File: src/design/ffba_ram.sv
// generic simple dual-port ram, one write port and one registered read port
// no dependencies
module ffba_ram #(
    parameter int WIDTH = 8,
    parameter int DEPTH = 16
) (
    input  logic                     i_clk,
    input  logic                     i_wr_en,
    input  logic [$clog2(DEPTH)-1:0] i_wr_addr,
    input  logic [WIDTH-1:0]         i_wr_data,
    input  logic                     i_rd_en,
    input  logic [$clog2(DEPTH)-1:0] i_rd_addr,
    output logic [WIDTH-1:0]         o_rd_data
);

    logic [WIDTH-1:0] r_mem [DEPTH];
    logic [WIDTH-1:0] r_rd_data;

    // write port
    always_ff @(posedge i_clk) begin
        if (i_wr_en) begin
            r_mem[i_wr_addr] <= i_wr_data;
        end
    end

    // registered read port
    always_ff @(posedge i_clk) begin
        if (i_rd_en) begin
            r_rd_data <= r_mem[i_rd_addr];
        end
    end

    assign o_rd_data = r_rd_data;

endmodule
File: config.mk
export PLATFORM = sky130hd
export DESIGN_NAME = ffba_ram
export DESIGN_NICKNAME = d
export VERILOG_FILES = /design/src/design/ffba_ram.sv
export SDC_FILE = /design/constraint.sdc
export NUM_CORES = 1
export LEC_CHECK = 0
export ABC_AREA = 0
export BUFFER_PORTS_ARGS = -buffer_cell sky130_fd_sc_hd__buf_2
export CORE_ASPECT_RATIO = 0.9
export CORE_MARGIN = 3
export CORE_UTILIZATION = 45
export CTS_BUF_LIST = sky130_fd_sc_hd__clkbuf_4
export CTS_CLUSTER_DIAMETER = 120
export DETAILED_ROUTE_END_ITERATION = 8
export GPL_TIMING_DRIVEN = 0
export HOLD_SLACK_MARGIN = 0.12
export RECOVER_POWER = 50
export SLEW_MARGIN = 10
export SYNTH_ARGS = -nofsm -noshare
export SYNTH_HDL_FRONTEND = slang
export SYNTH_SLANG_ARGS = --single-unit
export TNS_END_PERCENT = 10
File: constraint.sdc
create_clock -name i_clk -period 1.6 [get_ports i_clk]
set_input_delay 0.16 -clock i_clk [delete_from_list [all_inputs] [get_ports i_clk]]
set_output_delay 0.16 -clock i_clk [all_outputs]
set_load 0.005 [all_outputs]
# ---- Yosys cells after proc, flatten, opt, wreduce, memory -nomap -nowiden
# Memory sizes are Yosys's and may differ from the RTL's. A register that Yosys moved wholly into a read port is not among the register bits.
# Cells that the tools add are included.
dict set report totals {
  latchBits 0
  rom_bits 0
  n_memories 1
  reg_bits 0
  ram_bits 128
  elab_cells 3
  inputBits 19
}
# memory depth width rd rd_ports_with_merged_regs write_ports line_no
set mem_list {}
lappend mem_list {r_mem 16 8 1 1 1 16} ;# logic [WIDTH-1:0] r_mem [DEPTH];
dict set report op_classes {
  eq_ne 0
  div_mod_pow 0
  n_mul 0
  n_shift 0
  n_bitwise 0
  add_sub_neg 0
  n_reduce_logical 0
  n_lt_le_gt_ge 0
  n_mux 2
}
# cell n
set ops {}
lappend ops {{2-to-1 mux 1 bit} 2}

# ---- Depth between registers and ports, before layout
# Gate-level depths: netlist of run 1.
dict set report depth {
  word_depth 2
  ltp_mapped 5
}

# ---- Worst setup path after synthesis of run 1
# OpenSTA, ideal clock, no wires.
dict set report synth_path {
  path_type {input to register}
  startpoint {input port i_wr_addr[2]}
  endpoint {memory r_mem[0][0] (enable)}
  path_stages 2
  slack_ns -0.053
  path_buffers 0
  arrival_time_ns 1.270
  cell_sequence {or3b_2 -> nor3_1}
}
# item line_no
set synth_lines {}
lappend synth_lines {{start, declared} 9} ;# input logic [$clog2(DEPTH)-1:0] i_wr_addr,
lappend synth_lines {{end, declared} 16}
# No word-level cell before the write port.

==> results.toml, run 1 <==
[pwr]
leakage_nw = 1.924
power_mw = 6.549
p_sw_mw = 1.421
p_comb_frac = 0.061
powerDensity_nw_per_um2 = 1101
pwr-share-seq = 0.615
switching_share = 0.2170
p_int_mw = 5.128
irDropWorstVdd_uv = 513.1
clockPowerShare = 0.324

[floorplanning]
start_util = 0.4718
core_area_um2 = 11080
core.rowCount = 36
ios = 27
die_x_um = 119.6
die_h_um = 108.3
dieArea_um2 = 12950

[min_path]
hold_path_depth = 2
hp-start = "i_wr_addr[0]"
hp-class = "input port to flip-flop"
hold_end = "r_mem[4][1]"

[global_route]
grt-ovfl-total = 0
grt_pass1_vias = 2355
grt_pass1_wl_mm = 14.97
antenna_found_initial = 0
grt_max_degree = 17
gr-usage-all-layers = 0.1653

[setup_path]
rr_startpoint = "r_mem[4][0]"
cp_cell_sequence = "mux4_1, a22oi_1, nand2_1"
crit_type = "flip-flop to flip-flop"
cp_max_fo = 1
path_buf_inv = 0
worst_ep_required_time_ps = 1870
slowest_delay_ps = 560
startpoint_type = "flip-flop"
r2r_cells = 3
reg2reg_to = "o_rd_data[0]"
end_kind = "flip-flop"
r2r_setup_slack_ps = 40
cp.arrival_ps = 1820
crit_family = "multiplexers"
slowest_stage = "mux4_1"
crit_start = "r_mem[4][0]"

[placed_design]
place_congestion = 0.7050
dp_slack_ps = -366.3
io_buffers = 25
dp_hpwl_mm = 6.233

[sta]
skew_ps = 19.89
setup_ws_ps = 45.00
grt_setup_unrepaired = "no"
post-route-period-util = 0.9719
hold_viol_final = 0
period_needed_ps = 1555
setup_tns_ps = 0
drv_slew = 0
final-setup-viol-count = 0
hold_slack_ps = 191.2
fmax_ghz = 0.6431
worstMarginPinSlew_ps = 1138
slew_headroom = 0.2353

[yosys]
yosys-top-cells-count = "edfxtp_1, mux4_2, a22oi_1, mux4_1, nor2_1"
async_flop_share = 0
synth-warning-count = 0
synth.cell_area_um2 = 5228
yosysSeqAreaShare = 0.7812
syn-mean-instance-area_um2 = 22.83
synth_fp_nets = 248
syn_inst = 229
synth_seq_cells = 136
synth-edff-count = 136
synth_top_cell_by_area = "edfxtp_1"
synthTopCellsByArea = "edfxtp_1, mux4_2, mux4_1"
synth_flop_cell = "edfxtp_1"
synth.most_common_cell = "edfxtp_1"
netlist.area_leader.share = 0.7812
synth_cell_type_count = 18

[drt]
via_per_inst = 5.490
post_drt_wl_per_cell_um = 22.13
via_count = 2476
firstDrtPassIters = 4
drt-total-wl_mm = 9.982
drt_iter0_drc = 175
ant_nets = 0
drcViolationCount = 0

[clock_network]
post_cts_resized = 0
h-tree-depth = 4
clk_pin_slew_ps = 120
postCtsSetupRepairBufs = 0
clockBufferDepth = 2
clk_latency_ps = 500
tritoncts = "done"
clkSinkCount = 136
cts_root_buffer = "clkbuf_4"
hold_buffers = 11
cts_buffers = 17

[run_status]
status = "finished clean"

[final_layout]
drive_above_1_share = 0.2642
fillCellCount = 894
syn_to_final_growth_pct = 13.81
num_antenna_cells = 0
fin_nets = 305

[flow_run]
max_cap_viol_count = 0
registers in the layout, summed over array words and instances, names as in the netlist:
register / count
r_mem: 128
o_rd_data: 8
metal layers:
metal  vias up  share of wire  wire length (um)  track usage
met5         -              0                 0            0
met1      1294           0.48              4765       0.2596
met2        78           0.45              4457       0.2258
met3         7          0.068               680      0.05021
li1       1097              -                 -            -
met4         0         0.0079                79      0.04415
per-stage QoR:
stage	cell area, um2	instances	util
after CTS	5932	449	0.5353
after floorplan	5233	229	-
after detailed placement	5548	406	0.5007
final	5949	451	0.5369
after global placement	5548	406	0.5007
after global routing	5949	451	0.5369
cell type report:
cell class	instances	area (um2)	share of cell area
flip-flops and latches	136	4084	0.6864
multi-input cells	83	1072	0.1802
repair buffers	38	242.7	0.04080
well taps	152	190.2	0.03197
clock buffers	19	142.6	0.02397
clock inverters	13	131.4	0.02208
plain buffers	10	86.33	0.01451
worst max-delay path by stage:
| stage | endpoint | cells after the start |
|---|---|---|
| 3_5_place_dp | r_mem[8][0] | 3 |
| 4_1_cts | o_rd_data[0] | 3 |
| 2_1_floorplan | o_rd_data[1] | 5 |
| 6_report | o_rd_data[0] | 3 |
| 3_3_place_gp | r_mem[8][0] | 3 |
| 5_1_grt | o_rd_data[2] | 3 |
power by group through the flow:
stage	logic (mW)	clock network, mW	registers, mW
3_3_place_gp	0.374	0	4.10
2_1_floorplan	0.203	0	4.10
6_report	0.401	2.12	4.02
3_5_place_dp	0.381	0	4.11
4_1_cts	0.403	2.19	4.02
5_1_grt	0.434	2.35	4.03
worst register-to-register path: cells and delay by family, from the launching register on:
family	cells	cell delay, ps
mux	1	560
simple gates	1	90
flops	1	380
compound gates	1	300
cells by family (layout without fill, tap and decap cells):
logic type,after synthesis,after routing,synth area share
AO/OA/AOI/OAI,16,16,0.02298
buffers and inverters,10,80,0.01651
flip-flops,136,136,0.7812
multiplexers,32,32,0.1479
AND/OR/NAND/NOR,35,35,0.03136
cell usage in the layout, fill, tap and decap left out:
cell and instances:
a22oi_1 16, and2_1 1, and2b_1 1, buf_2 18, buf_4 1, buf_6 3, bufinv_16 2, clkbuf_1 10
clkbuf_4 19, clkdlybuf4s25_2 3, clkinv_2 5, clkinv_4 1, clkinvlp_4 5, dlygate4sd3_1 13, edfxtp_1 136, mux4_1 14
mux4_2 18, nand2_1 9, nand2b_1 2, nand3_1 1, nand3b_1 2, nor2_1 13, nor2b_1 1, nor3_1 1
nor3_2 3, or3b_2 1
No activity file was read; power rests on OpenSTA's default activity.
==> inputs of run 2 (changes only) <==
BUFFER_PORTS_ARGS = -buffer_cell sky130_fd_sc_hd__clkbuf_2   (was -buffer_cell sky130_fd_sc_hd__buf_2)
==> results.toml, run 2 (same netlist as run 1, synthesis figures left out) <==
[final_layout]
final_common_cell = "edfxtp_1"
top_register = "r_mem"
fillCellCount = 932
postLayoutCoreUtil = 0.5299
num_antenna_cells = 0
syn_to_final_growth_pct = 12.33
largest_reg_flops = 128
final_cell_area_um2 = 5872
stdcell_count = 450
drive_above_1_share = 0.2517
fin_nets = 304
layout_common_cells = "edfxtp_1, clkbuf_4, mux4_2"

[sta]
final-setup-viol-count = 0
grt_setup_unrepaired = "no"
period_needed_ps = 1558
skew_ps = 14.88
slew_headroom = 0.1978
fmax_ghz = 0.6419
setup_ws_ps = 42.22
drv_slew = 0
post-route-period-util = 0.9736
worstMarginPinSlew_ps = 1194
setup_tns_ps = 0
hold_slack_ps = 169.1
hold_viol_final = 0

[clock_network]
cts_buffers = 17
postCtsSetupRepairBufs = 0
clockBufferDepth = 2
h-tree-depth = 4
tritoncts = "done"
clkSinkCount = 136
clk_pin_slew_ps = 110
cts_root_buffer = "clkbuf_4"
clk_latency_ps = 510

[min_path]
hold_end = "r_mem[4][6]"
hp-start = "i_wr_addr[0]"
hold_path_depth = 2
hp-class = "input port to flip-flop"

[drt]
drt-total-wl_mm = 10.02
via_count = 2483
drt_iter0_drc = 154
top_layer = "met4"
met1_length_mm = 4.820
post_drt_wl_per_cell_um = 22.26
wl_met2_mm = 4.435
wl_met3_um = 591
via_per_inst = 5.518
drcViolationCount = 0
ant_nets = 0
firstDrtPassIters = 4

[placed_design]
place_congestion = 0.6892
dp.cells = 406
dp_slack_ps = -290.3
io_buffers = 25
dpl_cell_area_um2 = 5553
dp_hpwl_mm = 6.183

[setup_path]
crit_type = "flip-flop to flip-flop"
worst_ep_required_time_ps = 1870
reg2reg_to = "o_rd_data[0]"
r2r_setup_slack_ps = 40
rr_startpoint = "r_mem[4][0]"
startpoint_type = "flip-flop"
end_kind = "flip-flop"
cp.arrival_ps = 1830
cp_max_fo = 1
r2r_cells = 3

[pwr]
powerDensity_nw_per_um2 = 1055
power_mw = 6.195
irDropWorstVdd_uv = 564.5
leakage_nw = 1.906

[floorplanning]
die_h_um = 108.3
dieArea_um2 = 12950
die_x_um = 119.6
start_util = 0.4718
ios = 27
core_area_um2 = 11080
core.rowCount = 36

[global_route]
antenna_found_initial = 0
grt_pass1_wl_mm = 15.05
grt_max_degree = 17
gr-usage-all-layers = 0.1675
grt-ovfl-total = 0
grt_pass1_vias = 2430

[flow_run]
max_cap_viol_count = 0

[run_status]
status = "finished clean"
run 2: cell count changes in the layout (fill, tap and decap cells not counted), sizes merged:
cell | before | now
buf | 22 | 7
bufinv | 2 | 0
clkbuf | 29 | 45
clkinv | 6 | 10
clkinvlp | 5 | 2
dlygate4sd3 | 13 | 12
run 2: how the worst max path moves through the flow:
stage / end / slack (ps) / start
2_1_floorplan: o_rd_data[1] / 160 / i_rd_addr[0]
3_3_place_gp: r_mem[8][0] / -350 / i_wr_addr[2]
3_5_place_dp: r_mem[2][0] / -290 / i_wr_addr[2]
4_1_cts: o_rd_data[0] / 60 / r_mem[4][0]
5_1_grt: o_rd_data[5] / 30 / r_mem[9][5]
6_report: o_rd_data[0] / 40 / r_mem[4][0]
run 2: worst max-delay path, cell delays in order, from the launching register on:
cell and delay (ps):
edfxtp_1 380, mux4_1 560, a22oi_1 290, nand2_1 90
run 2: cell type report:
class / instances / area, um2 / share of cell area
flip-flops and latches: 136 / 4084 / 0.6955
multi-input cells: 83 / 1067 / 0.1818
repair buffers: 37 / 232.7 / 0.03963
well taps: 152 / 190.2 / 0.03239
clock buffers: 20 / 150.1 / 0.02557
plain buffers: 10 / 86.33 / 0.01470
clock inverters: 12 / 61.31 / 0.01044
run 2: timing repair:
item | 4_1_cts | 5_1_grt
gates resized for setup | 0 | 0
hold endpoints to repair | 139 | 4
hold buffers | 11 | 1
run 2: where the power goes:
part	leakage (nW)	internal (mW)	switching, mW
clock network	0.124	0.629	1.14
registers	1.24	4.01	0.0167
logic	0.545	0.170	0.227
run 2: metal layers:
layer,track usage,up-vias
met4,0.06214,0
met3,0.05387,12
met2,0.2294,73
met1,0.2528,1306
met5,0,-
li1,-,1092
